[config.mk]
export PLATFORM = sky130hd
export DESIGN_NAME = tcp_option_parser_unit
export DESIGN_NICKNAME = d
export VERILOG_FILES = /design/src/hdl/tcpo_pkg.sv /design/src/hdl/tcpo_parse.sv /design/src/hdl/tcpo_hold.sv /design/src/hdl/tcpo_queue.sv /design/src/hdl/tcpo_back.sv /design/src/hdl/tcp_option_parser_unit.sv
export SDC_FILE = /design/constraint.sdc
export NUM_CORES = 2
export LEC_CHECK = 0
export BUFFER_PORTS_ARGS = -buffer_cell sky130_fd_sc_hd__buf_2
export CAP_MARGIN = 0
export CORE_UTILIZATION = 52
export DETAILED_ROUTE_END_ITERATION = 10
export PLACE_DENSITY = 0.73
export SYNTH_ARGS = -nofsm -noshare
export SYNTH_HDL_FRONTEND = slang
export SYNTH_HIERARCHICAL = 1
export SYNTH_SLANG_ARGS = --single-unit
[constraint.sdc]
create_clock -name clk -period 15.3 [get_ports clk]
set_input_delay 0.765 -clock clk [delete_from_list [all_inputs] [get_ports clk]]
set_output_delay 0.765 -clock clk [all_outputs]
set_load 0.005 [all_outputs]
[src/hdl/tcpo_pkg.sv]
// ----------------------------------------------------------------------------
// tcpo_pkg
// Shared types and constants for the TCP option parser: word formats,
// option kinds and legal sizes, parse phases and the per-segment snapshot.
// ----------------------------------------------------------------------------
package tcpo_pkg;

  // payload staging and held sack slots
  localparam int STORE_DEPTH = 32;
  localparam int STORE_AW    = 5;
  localparam int SACK_SLOTS  = 4;
  localparam int SLOT_AW     = 2;
  localparam int PCNT_W      = 6;
  localparam int SCNT_W      = 3;

  // segment queue between parser and record emitter
  localparam int QUEUE_DEPTH = 2;
  localparam int QUEUE_AW    = 1;

  // option kinds
  localparam logic [7:0] KIND_EOL     = 8'd0;
  localparam logic [7:0] KIND_NOP     = 8'd1;
  localparam logic [7:0] KIND_MSS     = 8'd2;
  localparam logic [7:0] KIND_WSCALE  = 8'd3;
  localparam logic [7:0] KIND_SACK_OK = 8'd4;
  localparam logic [7:0] KIND_SACK    = 8'd5;
  localparam logic [7:0] KIND_TSTAMP  = 8'd8;

  // legal option sizes
  localparam logic [7:0] SIZE_MIN      = 8'd2;
  localparam logic [7:0] SIZE_MSS      = 8'd4;
  localparam logic [7:0] SIZE_WSCALE   = 8'd3;
  localparam logic [7:0] SIZE_SACK_OK  = 8'd2;
  localparam logic [7:0] SIZE_SACK_MIN = 8'd10;
  localparam logic [7:0] SIZE_TSTAMP   = 8'd10;

  localparam logic [7:0] SHIFT_MAX = 8'd14;

  // record kinds
  localparam logic REC_SUMMARY = 1'b0;
  localparam logic REC_BLOCK   = 1'b1;

  typedef enum logic [1:0] {
    PH_KIND,
    PH_SIZE,
    PH_PAYLOAD,
    PH_STOPPED
  } phase_t;

  typedef struct packed {
    logic [7:0] option_byte;
    logic       last_byte;
    logic       no_options;
  } opt_word_t;

  typedef struct packed {
    logic        record_kind;
    logic [15:0] mss;
    logic [3:0]  window_shift;
    logic        sack_permitted;
    logic [2:0]  sack_count;
    logic [31:0] ts_value;
    logic [31:0] ts_echo;
    logic [31:0] block_start;
    logic [31:0] block_end;
    logic        final_record;
  } rec_word_t;

  // option finished and/or area closed, handed from parser to hold stage
  typedef struct packed {
    logic       commit;
    logic       close;
    logic [7:0] kind;
    logic [7:0] size;
  } opt_event_t;

  typedef logic [STORE_DEPTH-1:0][7:0] store_t;

  // everything held for one segment at the end of its option area
  typedef struct packed {
    logic [15:0]                      mss;
    logic [3:0]                       window_shift;
    logic                             sack_permitted;
    logic [SCNT_W-1:0]                sack_count;
    logic [31:0]                      ts_value;
    logic [31:0]                      ts_echo;
    logic [SACK_SLOTS-1:0][31:0]      block_start;
    logic [SACK_SLOTS-1:0][31:0]      block_end;
  } seg_t;

endpackage

[src/hdl/tcpo_parse.sv]
// ----------------------------------------------------------------------------
// tcpo_parse
// Front stage: walks the option area one byte per cycle while bytes are accepted,
// stages option payload bytes and flags finished options and the end of the area.
// ----------------------------------------------------------------------------
module tcpo_parse #(
  parameter int MAX_AREA_BYTES = 40
) (
  input  logic                 clk,
  input  logic                 rst,
  input  logic                 accept,
  input  logic                 stall,
  input  tcpo_pkg::opt_word_t  opt,
  output tcpo_pkg::opt_event_t ev,
  output tcpo_pkg::store_t     store
);
  import tcpo_pkg::*;

  localparam int AW = $clog2(MAX_AREA_BYTES + 1);

  phase_t            phase, phase_next;
  logic [7:0]        kind, kind_next;
  logic [7:0]        size, size_next;
  logic [PCNT_W-1:0] pcnt, pcnt_next, pcnt_inc;
  logic [AW-1:0]     acnt, acnt_next;
  opt_event_t        ev_next;
  logic              take, close, pay_done, store_we;
  logic [7:0]        b;

  // byte qualification
  assign b        = opt.option_byte;
  assign take     = accept && !opt.no_options && (acnt < AW'(MAX_AREA_BYTES));
  assign close    = accept && (opt.no_options || opt.last_byte);
  assign pcnt_inc = pcnt + PCNT_W'(1);
  assign pay_done = ({2'b00, pcnt_inc} + SIZE_MIN) == size;

  // next parse phase
  always_comb begin
    phase_next = phase;
    if (take) begin
      case (phase)
        PH_KIND: begin
          if (b == KIND_EOL) phase_next = PH_STOPPED;
          else if (b != KIND_NOP) phase_next = PH_SIZE;
        end
        PH_SIZE: begin
          if (b < SIZE_MIN) phase_next = PH_STOPPED;
          else if (b == SIZE_MIN) phase_next = PH_KIND;
          else phase_next = PH_PAYLOAD;
        end
        PH_PAYLOAD: begin
          if (pay_done) phase_next = PH_KIND;
        end
        default: phase_next = phase;
      endcase
    end
    if (close) phase_next = PH_KIND;
  end

  // option fields, counters and events
  always_comb begin
    kind_next = kind;
    size_next = size;
    pcnt_next = pcnt;
    acnt_next = acnt;
    ev_next   = '0;
    store_we  = 1'b0;
    if (take) begin
      acnt_next = acnt + AW'(1);
      case (phase)
        PH_KIND: begin
          if (b != KIND_EOL && b != KIND_NOP) kind_next = b;
        end
        PH_SIZE: begin
          size_next = b;
          pcnt_next = '0;
          if (b == SIZE_MIN) begin
            ev_next.commit = 1'b1;
            ev_next.kind   = kind;
            ev_next.size   = b;
          end
        end
        PH_PAYLOAD: begin
          store_we  = !pcnt[PCNT_W-1];
          pcnt_next = pcnt_inc;
          if (pay_done) begin
            ev_next.commit = 1'b1;
            ev_next.kind   = kind;
            ev_next.size   = size;
          end
        end
        default: ;
      endcase
    end
    if (close) begin
      ev_next.close = 1'b1;
      kind_next     = '0;
      size_next     = '0;
      pcnt_next     = '0;
      acnt_next     = '0;
    end
  end

  // parser state
  always_ff @(posedge clk) begin
    if (rst) begin
      phase <= PH_KIND;
      kind  <= '0;
      size  <= '0;
      pcnt  <= '0;
      acnt  <= '0;
      ev    <= '0;
    end else begin
      phase <= phase_next;
      kind  <= kind_next;
      size  <= size_next;
      pcnt  <= pcnt_next;
      acnt  <= acnt_next;
      if (!stall) ev <= ev_next;
    end
  end

  // payload staging, read by the hold stage in the cycle after the write
  always_ff @(posedge clk) begin
    if (store_we) store[pcnt[STORE_AW-1:0]] <= b;
  end

endmodule

[src/hdl/tcpo_hold.sv]
// ----------------------------------------------------------------------------
// tcpo_hold
// Commits finished options into the held values and, at the end of the
// area, pushes the segment snapshot and clears the held values.
// ----------------------------------------------------------------------------
module tcpo_hold #(
  parameter int MAX_SACK_BLOCKS = 4
) (
  input  logic                 clk,
  input  logic                 rst,
  input  tcpo_pkg::opt_event_t ev,
  input  tcpo_pkg::store_t     store,
  input  logic                 q_full,
  output logic                 stall,
  output logic                 push,
  output tcpo_pkg::seg_t       seg
);
  import tcpo_pkg::*;

  seg_t              held, held_next;
  logic [7:0]        sz_m2;
  logic [4:0]        nraw;
  logic [SCNT_W-1:0] nblk;
  logic              sack_legal;

  function automatic logic [31:0] be32(input store_t s, input logic [STORE_AW-1:0] pos);
    be32 = {s[pos], s[pos + STORE_AW'(1)], s[pos + STORE_AW'(2)], s[pos + STORE_AW'(3)]};
  endfunction

  // sack block count from option size
  assign sz_m2      = ev.size - SIZE_MIN;
  assign nraw       = sz_m2[7:3];
  assign nblk       = (nraw > 5'(MAX_SACK_BLOCKS)) ? SCNT_W'(MAX_SACK_BLOCKS) : nraw[2:0];
  assign sack_legal = (ev.size >= SIZE_SACK_MIN) && (sz_m2[2:0] == 3'b000);

  // apply a finished option
  always_comb begin
    held_next = held;
    if (ev.commit) begin
      case (ev.kind)
        KIND_MSS: begin
          if (ev.size == SIZE_MSS) held_next.mss = {store[0], store[1]};
        end
        KIND_WSCALE: begin
          if (ev.size == SIZE_WSCALE)
            held_next.window_shift = (store[0] > SHIFT_MAX) ? SHIFT_MAX[3:0] : store[0][3:0];
        end
        KIND_SACK_OK: begin
          if (ev.size == SIZE_SACK_OK) held_next.sack_permitted = 1'b1;
        end
        KIND_SACK: begin
          if (sack_legal) begin
            held_next.sack_count = nblk;
            for (int i = 0; i < SACK_SLOTS; i++) begin
              if (SCNT_W'(i) < nblk) begin
                held_next.block_start[i] = be32(store, STORE_AW'(i * 8));
                held_next.block_end[i]   = be32(store, STORE_AW'(i * 8 + 4));
              end
            end
          end
        end
        KIND_TSTAMP: begin
          if (ev.size == SIZE_TSTAMP) begin
            held_next.ts_value = be32(store, STORE_AW'(0));
            held_next.ts_echo  = be32(store, STORE_AW'(4));
          end
        end
        default: ;
      endcase
    end
  end

  // snapshot handoff
  assign stall = ev.close && q_full;
  assign push  = ev.close && !q_full;
  assign seg   = held_next;

  always_ff @(posedge clk) begin
    if (rst) begin
      held <= '0;
    end else if (!stall) begin
      held <= ev.close ? '0 : held_next;
    end
  end

endmodule

[src/hdl/tcpo_queue.sv]
// ----------------------------------------------------------------------------
// tcpo_queue
// Short queue of segment snapshots between the parser and the emitter.
// ----------------------------------------------------------------------------
module tcpo_queue (
  input  logic           clk,
  input  logic           rst,
  input  logic           push,
  input  tcpo_pkg::seg_t wdata,
  input  logic           pop,
  output tcpo_pkg::seg_t head,
  output logic           q_full,
  output logic           q_empty
);
  import tcpo_pkg::*;

  seg_t                entry [QUEUE_DEPTH];
  logic [QUEUE_AW-1:0] wr_ptr, rd_ptr;
  logic [QUEUE_AW:0]   cnt;
  logic                do_push, do_pop;

  assign q_full  = (cnt == (QUEUE_AW + 1)'(QUEUE_DEPTH));
  assign q_empty = (cnt == '0);
  assign do_push = push && !q_full;
  assign do_pop  = pop && !q_empty;
  assign head    = entry[rd_ptr];

  // pointers and fill count
  always_ff @(posedge clk) begin
    if (rst) begin
      wr_ptr <= '0;
      rd_ptr <= '0;
      cnt    <= '0;
    end else begin
      if (do_push) wr_ptr <= wr_ptr + QUEUE_AW'(1);
      if (do_pop) rd_ptr <= rd_ptr + QUEUE_AW'(1);
      case ({do_push, do_pop})
        2'b10:   cnt <= cnt + (QUEUE_AW + 1)'(1);
        2'b01:   cnt <= cnt - (QUEUE_AW + 1)'(1);
        default: cnt <= cnt;
      endcase
    end
  end

  // entry storage
  always_ff @(posedge clk) begin
    if (do_push) entry[wr_ptr] <= wdata;
  end

endmodule

[src/hdl/tcpo_back.sv]
// ----------------------------------------------------------------------------
// tcpo_back
// Back stage: turns the oldest segment snapshot into one summary word and
// then one word per held sack block.
// ----------------------------------------------------------------------------
module tcpo_back (
  input  logic                clk,
  input  logic                rst,
  input  tcpo_pkg::seg_t      head,
  input  logic                q_empty,
  input  logic                pop,
  output logic                q_pop,
  output logic                empty,
  output tcpo_pkg::rec_word_t rec
);
  import tcpo_pkg::*;

  logic [SCNT_W-1:0]  idx;
  logic [SCNT_W-1:0]  slot_raw;
  logic [SLOT_AW-1:0] slot;
  logic               is_final;

  assign empty    = q_empty;
  assign is_final = (idx == head.sack_count);
  assign slot_raw = idx - SCNT_W'(1);
  assign slot     = slot_raw[SLOT_AW-1:0];
  assign q_pop    = pop && !q_empty && is_final;

  // record word for the current position
  always_comb begin
    rec              = '0;
    rec.final_record = is_final;
    if (idx == '0) begin
      rec.record_kind    = REC_SUMMARY;
      rec.mss            = head.mss;
      rec.window_shift   = head.window_shift;
      rec.sack_permitted = head.sack_permitted;
      rec.sack_count     = head.sack_count;
      rec.ts_value       = head.ts_value;
      rec.ts_echo        = head.ts_echo;
    end else begin
      rec.record_kind = REC_BLOCK;
      rec.block_start = head.block_start[slot];
      rec.block_end   = head.block_end[slot];
    end
  end

  // position within the current segment
  always_ff @(posedge clk) begin
    if (rst) begin
      idx <= '0;
    end else if (pop && !q_empty) begin
      idx <= is_final ? '0 : idx + SCNT_W'(1);
    end
  end

endmodule

[src/hdl/tcp_option_parser_unit.sv]
// a last byte accepted is registered in the parser event register, then written
// into the snapshot queue, from which the emitter forms its summary word; one
// byte is taken every cycle while the queue has room. each segment leaves as one
// summary word plus one word per sack block (1 to 5 words); the snapshot queue holds 2 segments.
// reset: synchronous, clears the parser, held option values and the queue.
// ----------------------------------------------------------------------------
// tcp_option_parser_unit
// TCP option area parser: option bytes in, summary and sack block words out.
// ----------------------------------------------------------------------------
module tcp_option_parser_unit #(
  parameter int MAX_SACK_BLOCKS = 4,
  parameter int MAX_AREA_BYTES  = 40
) (
  input  logic                clk,
  input  logic                rst,
  input  logic                push,
  output logic                full,
  input  tcpo_pkg::opt_word_t opt,
  output logic                empty,
  input  logic                pop,
  output tcpo_pkg::rec_word_t rec
);
  import tcpo_pkg::*;

  opt_event_t ev;
  store_t     store;
  seg_t       seg, head;
  logic       stall, seg_push, q_full, q_empty, q_pop, accept;

  assign full   = stall;
  assign accept = push && !stall;

  // front: byte parser
  tcpo_parse #(
    .MAX_AREA_BYTES(MAX_AREA_BYTES)
  ) u_parse (
    .clk   (clk),
    .rst   (rst),
    .accept(accept),
    .stall (stall),
    .opt   (opt),
    .ev    (ev),
    .store (store)
  );

  // front: held option values
  tcpo_hold #(
    .MAX_SACK_BLOCKS(MAX_SACK_BLOCKS)
  ) u_hold (
    .clk   (clk),
    .rst   (rst),
    .ev    (ev),
    .store (store),
    .q_full(q_full),
    .stall (stall),
    .push  (seg_push),
    .seg   (seg)
  );

  // segment snapshot queue
  tcpo_queue u_queue (
    .clk    (clk),
    .rst    (rst),
    .push   (seg_push),
    .wdata  (seg),
    .pop    (q_pop),
    .head   (head),
    .q_full (q_full),
    .q_empty(q_empty)
  );

  // back: record emitter
  tcpo_back u_back (
    .clk    (clk),
    .rst    (rst),
    .head   (head),
    .q_empty(q_empty),
    .pop    (pop),
    .q_pop  (q_pop),
    .empty  (empty),
    .rec    (rec)
  );

endmodule

Yosys cells after proc, flatten, opt, wreduce, memory -nomap -nowiden. Memory sizes are Yosys's and may differ from the RTL's. A register that Yosys moved wholly into a read port is not among the register bits. Index checks and enable logic that the tools add are counted.

Add/subtract/negate cells: 10. Order comparisons: 12. Equality and inequality tests: 20. Muxes and demuxes: 58. Reduce and logical (&&, ||, !) cells: 33.

Operators by type and width (count): 2-to-1 mux 344 bit (2); 2-to-1 mux 256 bit (2); 2-to-1 mux 32 bit (10); bitwise mux 256 bit (1); 2-to-1 mux 64 bit (3); binary-select mux 32 bit (select 2 bit) (2); 2-to-1 mux 88 bit (1); 2-to-1 mux 16 bit (5); demux 8 bit (select 5 bit) (1); == test 8 x 2 -> 1 bit (second input constant) (5); one-hot mux 16 bit (2 select lines) (1); == test 8 x 3 -> 1 bit (second input constant) (3); == test 8 x 4 -> 1 bit (second input constant) (2); logical AND 1 bit (13); 2-to-1 mux 1 bit (13); adder 6 x 1 -> 6 bit (second input constant) (2); 2-to-1 mux 3 bit (4); 2-to-1 mux 4 bit (3); one-hot mux 6 bit (2 select lines) (1); 2-to-1 mux 2 bit (5); == test 8 bit (1); >= comparator 8 x 4 -> 1 bit (second input constant) (1); greater-than comparator 8 x 4 -> 1 bit (second input constant) (1); logical NOT 8 bit (1); other kinds (35) (50).

Register bits after elaboration: 655. RAM bits: 688. Input port bits: 14. Word-level logic and storage cells: 193. Memories: 1.

Memory list: u_queue.entry (depth 2, bits a word 344, rd ports 1, clocked after memory_dff 1, write ports 1, line tcpo_queue.sv:17) `seg_t entry [QUEUE_DEPTH];`.

Longest topological paths before layout.
Word-level depth: 9. Mapped depth: 12. Gate-level depth less buffers: 11.

Modules after synthesis. Netlist, hierarchy kept.

Modules (own cells, without submodules): tcpo_queue (instances 1, cells an instance 1096, area an instance 25060.3 um2, sequential area each 20759.9 um2); tcpo_hold (instances 1, cells an instance 1848, area an instance 18137.4 um2, sequential area each 6886.6 um2); tcpo_parse (instances 1, cells an instance 592, area an instance 10288.6 um2, sequential area each 8648.3 um2); tcpo_back (instances 1, cells an instance 275, area an instance 2825.2 um2, sequential area each 60.1 um2); tcp_option_parser_unit (instances 1, cells an instance 1, area an instance 13.8 um2, sequential area each 0.0 um2).

Least setup slack after synthesis. Ideal clock, no wire load.

Path type: reg-to-reg. From: register u_queue.cnt[0]. To: memory u_queue/entry[1][0] (netlist bit), enable pin. Setup time: 0.752 ns. Data arrival time: 8.804 ns. Path slack: 5.744 ns. Stages on the path, launching flop included: 7. Path buffers: 1. Clock period less this slack: 9.556 ns. Cell sequence: dfxtp_1 -> nand2b_2 -> inv_2 -> nand2b_1 -> clkbuf_1 -> inv_1 -> and3_1.

Longest elaborated chain between the ends: 6.

RTL lines: from (decl) (line tcpo_queue.sv:19) `logic [QUEUE_AW:0] cnt;`; from (signal assigned) (line tcpo_queue.sv:38) `2'b10: cnt <= cnt + (QUEUE_AW + 1)'(1);`; from (signal assigned) (line tcpo_queue.sv:39) `2'b01: cnt <= cnt - (QUEUE_AW + 1)'(1);`; from (signal assigned) (line tcpo_queue.sv:40) `default: cnt <= cnt;`; == test 2 bit (line tcpo_queue.sv:22) `assign q_full = (cnt == (QUEUE_AW + 1)'(QUEUE_DEPTH));`; named net q_full (line tcp_option_parser_unit.sv:28) `logic stall, seg_push, q_full, q_empty, q_pop, accept;`; logical NOT 1 bit (line tcpo_hold.sv:75) `assign push = ev.close && !q_full;`; logical AND 1 bit (line tcpo_hold.sv:75); named net seg_push (line tcp_option_parser_unit.sv:28); logical AND 1 bit (line tcpo_queue.sv:24) `assign do_push = push && !q_full;`; 2-to-1 mux 1 bit (line tcpo_queue.sv:47) `if (do_push) entry[wr_ptr] <= wdata;`; 2-to-1 mux 1 bit (implied by the code) (line tcpo_queue.sv:47); to (decl) (line tcpo_queue.sv:17).

The timed path passes the listed nets, and every way through them passes these cells.

==> summary.md <==
| Metric | Value |
|---|---|
| First drt pass iteration count | 7 |
| Wire length per cell | 26.2 microns |
| First-pass GRT wire length | 210000 microns |
| Hold Path Cell Cnt | 2 |
| CTS buffer count | 135 |
| Post-cts resize count | 0 |
| Clk slew on worst S/H paths | 0.06 ns |
| Input/output buffers | 169 |
| CP startpoint kind | register |
| Most Frequent Cell on Critical Path | buf_4 |
| Crit path required time | 14.53 ns |
| CTS Sinks | 1344 |
| Post-layout nets | 3918 |
| Placer congestion estimate | 0.794 |
| Ys Warns | 6 |
| Vias in the first global route | 33000 |
| Final worst path period share | 42.1% |
| Syn nets | 3841 |
| Placed Area | 57900 sq um |
| Final setup fails | 0 |
| Synth-to-Final Area Change | 10.2% |
| Slew HR | 9.11% |
| Root Driver | clkbuf_16 |
| Cell family with most CP delay | buffers and inverters |
| Sw frac | 21.2% |
| Drt via density | 6.17 |
| H-tree depth | 4 |
| TNS Setup | 0 ns |
| Worst setup EP type | output port |
| Slowest-stage cell, CP | buf_4 |
| Final hold violation count | 0 |
| Ys flop type | edfxtp_1 |
| Worst Path Class, Setup | reg -> out |
| Worst-Margin Slew | 1.36 ns |
| Worst min-delay path category | reg -> reg |
| Reg2Reg Depth | 8 |
| Setup bufs post-CTS | 0 |
| Largest net degree at the start of global routing | 194 |
| CP peak stage delay | 0.91 ns |
| Clk_lat worst skew | 0.74 ns |
| CP Buf/Inv Count | 4 |
| Commonest cells after routing, fill and taps aside | 944 x edfxtp_1, 631 x mux2_2, 398 x dfxtp_1 |
| Internal power | 5800 uW |
| Post-synth EDFFs | 944 |
| Status | completed |
| Hold-fix buffers, CTS | 0 |
| GRT Residual Overflow | 0 |
| Ports | 170 |
| Gr usage total | 25.6% |
| Initial drt markers | 3197 |
| Register area share after synthesis | 64.5% |
| Via Count | 33300 |
| Cell variety after synth | 81 |
| Logic pwr share | 3.6% |
| Worst Skew | 0.0261 ns |
| Fillers | 8278 |
| Multi-input gate area in the final layout | 18300 sq um |
| Synthesis-stage register bit count | 1344 |
| Initial core utilization | 52.5% |
| Max_cap viols | 0 |
| Ys async rst share | 0% |
| Clock power share | 42.9% |
| Max-slew violations | 0 |
| Die Width | 331 microns |
| Cells after synthesis | 3812 |
| Register area | 36400 sq um |
| Critical-path cell list | buf_12, buf_4, buf_4, mux2_2, mux4_2, and2_1, buf_2 |
| Antenna Nets Post-Route | 0 |
| Sequential Power Share | 53.4% |
| Crit. path cell count | 7 |
| Clk buf depth | 3 |
| Minimum clock period | 6.44 ns |
| Power density over the cells | 119 nW/um^2 |
| Leakage power | 0.0212 uW |
| Antenna violations before repair | 9 |
| Layout cells sized above 1 | 30.3% |
| Die Ht | 331 microns |
| WL final | 141000 microns |
| Max IR drop VDD | 0.111 mV |
| CP max FO | 170 |
| CTS tree | yes |
| Number of remaining DRC errors | 0 |
| Commonest non-fill, non-tap cell in the layout | edfxtp_1 |
| Syn_area_per_cell | 14.8 sq um |
| Fin area | 62100 sq um |
| Worst path arrival time | 5.68 ns |
| DP HPWL | 79200 microns |
| Synthesized cell area | 56300 sq um |
| Psw | 1560 uW |
| Row cnt | 120 |
| Placeable Area | 107000 sq um |
| Die area | 110000 sq um |
| Max Clock Freq | 155 MHz |
| RSZ-0062 raised after global routing | no |
==> through the flow <==
stage	total power [uW]	std cells	utilization, %	hold WS [ns]	worst slack (ns)
after floorplan	4180	3812	-	0.434	5.74
after global placement	4280	5155	54.0	0.446	9.65
after detailed placement	4280	5155	54.0	0.454	9.63
after CTS	7400	5403	57.9	0.460	8.83
after global routing	7550	5403	57.9	0.479	8.66
final	7360	5404	57.9	0.460	8.86
==> cells by family after synthesis <==
logic type                 after synthesis  share of synthesized area (%)
muxes                                  821                           17.8
adders and majority gates               15                          0.333
buffers and inverters                  311                           3.15
DFF                                   1344                           64.5
xor gates and xnor gates                24                          0.422
AOI/OAI and AO/OA                      497                           5.92
and+or+nand+nor                        800                           7.77
==> layer usage <==
layer | part of all wire, % | global-route usage [%] | vias up
li1 | - | - | 14600
met4 | 3.2 | 9.50 | 0
met2 | 49 | 41.9 | 1436
met3 | 7.4 | 3.75 | 250
met5 | 0 | 0 | -
met1 | 41 | 34.9 | 17000
==> worst reg2reg max path, delay by kind of cell (launching register included) <==
family | cells | cell delay (ns)
AND/OR/NAND/NOR | 3 | 1.19
buffers and inverters | 2 | 1.07
AO/OA/AOI/OAI | 1 | 1.04
flip-flops | 1 | 0.58
multiplexers | 1 | 0.35
adder cells (fa/ha/maj) | 1 | 0.34
==> power groups by stage <==
stage | combinational (uW) | clock [uW] | sequential [uW]
final | 266 | 3160 | 3930
after global routing | 282 | 3330 | 3940
after CTS | 269 | 3200 | 3930
after detailed placement | 268 | 0 | 4010
after global placement | 267 | 0 | 4010
after floorplan | 155 | 0 | 4020
==> sequential cells by signal, summed over array words and instances (netlist names), named ones only <==
name	count
u_queue/entry	688
u_hold/held	344
u_parse/store	256
u_parse/ev	18
u_parse/kind	8
u_parse/size	8
u_parse/acnt	6
u_parse/pcnt	6
u_back/idx	3
u_parse/phase	2
u_queue/cnt	2
u_queue/rd_ptr	1
u_queue/wr_ptr	1
==> path summary, 6_finish.rpt <==
kind	startpoint	endpoint	slack, ns
min reg2reg	u_hold/held[132]$_SDFFE_PP0N_	u_hold/held[132]$_SDFFE_PP0N_	0.46
max	register	rec[6]	8.86
min	u_hold/held[132]$_SDFFE_PP0N_	u_hold/held[132]$_SDFFE_PP0N_	0.46
max reg2reg	u_parse/ev[1]$_SDFFE_PP0N_	u_hold/held[89]$_SDFFE_PP0N_	10.65
==> Yosys cell counts (76+ instances only) <==
cell / number / area share (%)
mux2i_1: 77 / 1.4
dfxtp_1: 400 / 14
clkbuf_1: 129 / 0.86
a21oi_1: 220 / 2.0
nand2_1: 124 / 0.83
mux2_2: 631 / 13
nor2_1: 76 / 0.51
edfxtp_1: 944 / 50
and2_1: 160 / 1.8
nand3_1: 227 / 2.0
o211ai_1: 129 / 1.7
buf_2: 102 / 0.91
==> area by class of cell <==
cell class | instances | area share, %
Multi-Input combinational cell | 2157 | 29.5
Antenna cell | 1 | 0.00403
Clock buffer | 193 | 6.15
Timing Repair Buffer | 231 | 2.21
Tap cell | 1403 | 2.83
Sequential cell | 1344 | 58.6
Inverter | 20 | 0.133
Clock inverter | 55 | 0.629
No activity file was read; power rests on OpenSTA's default activity.
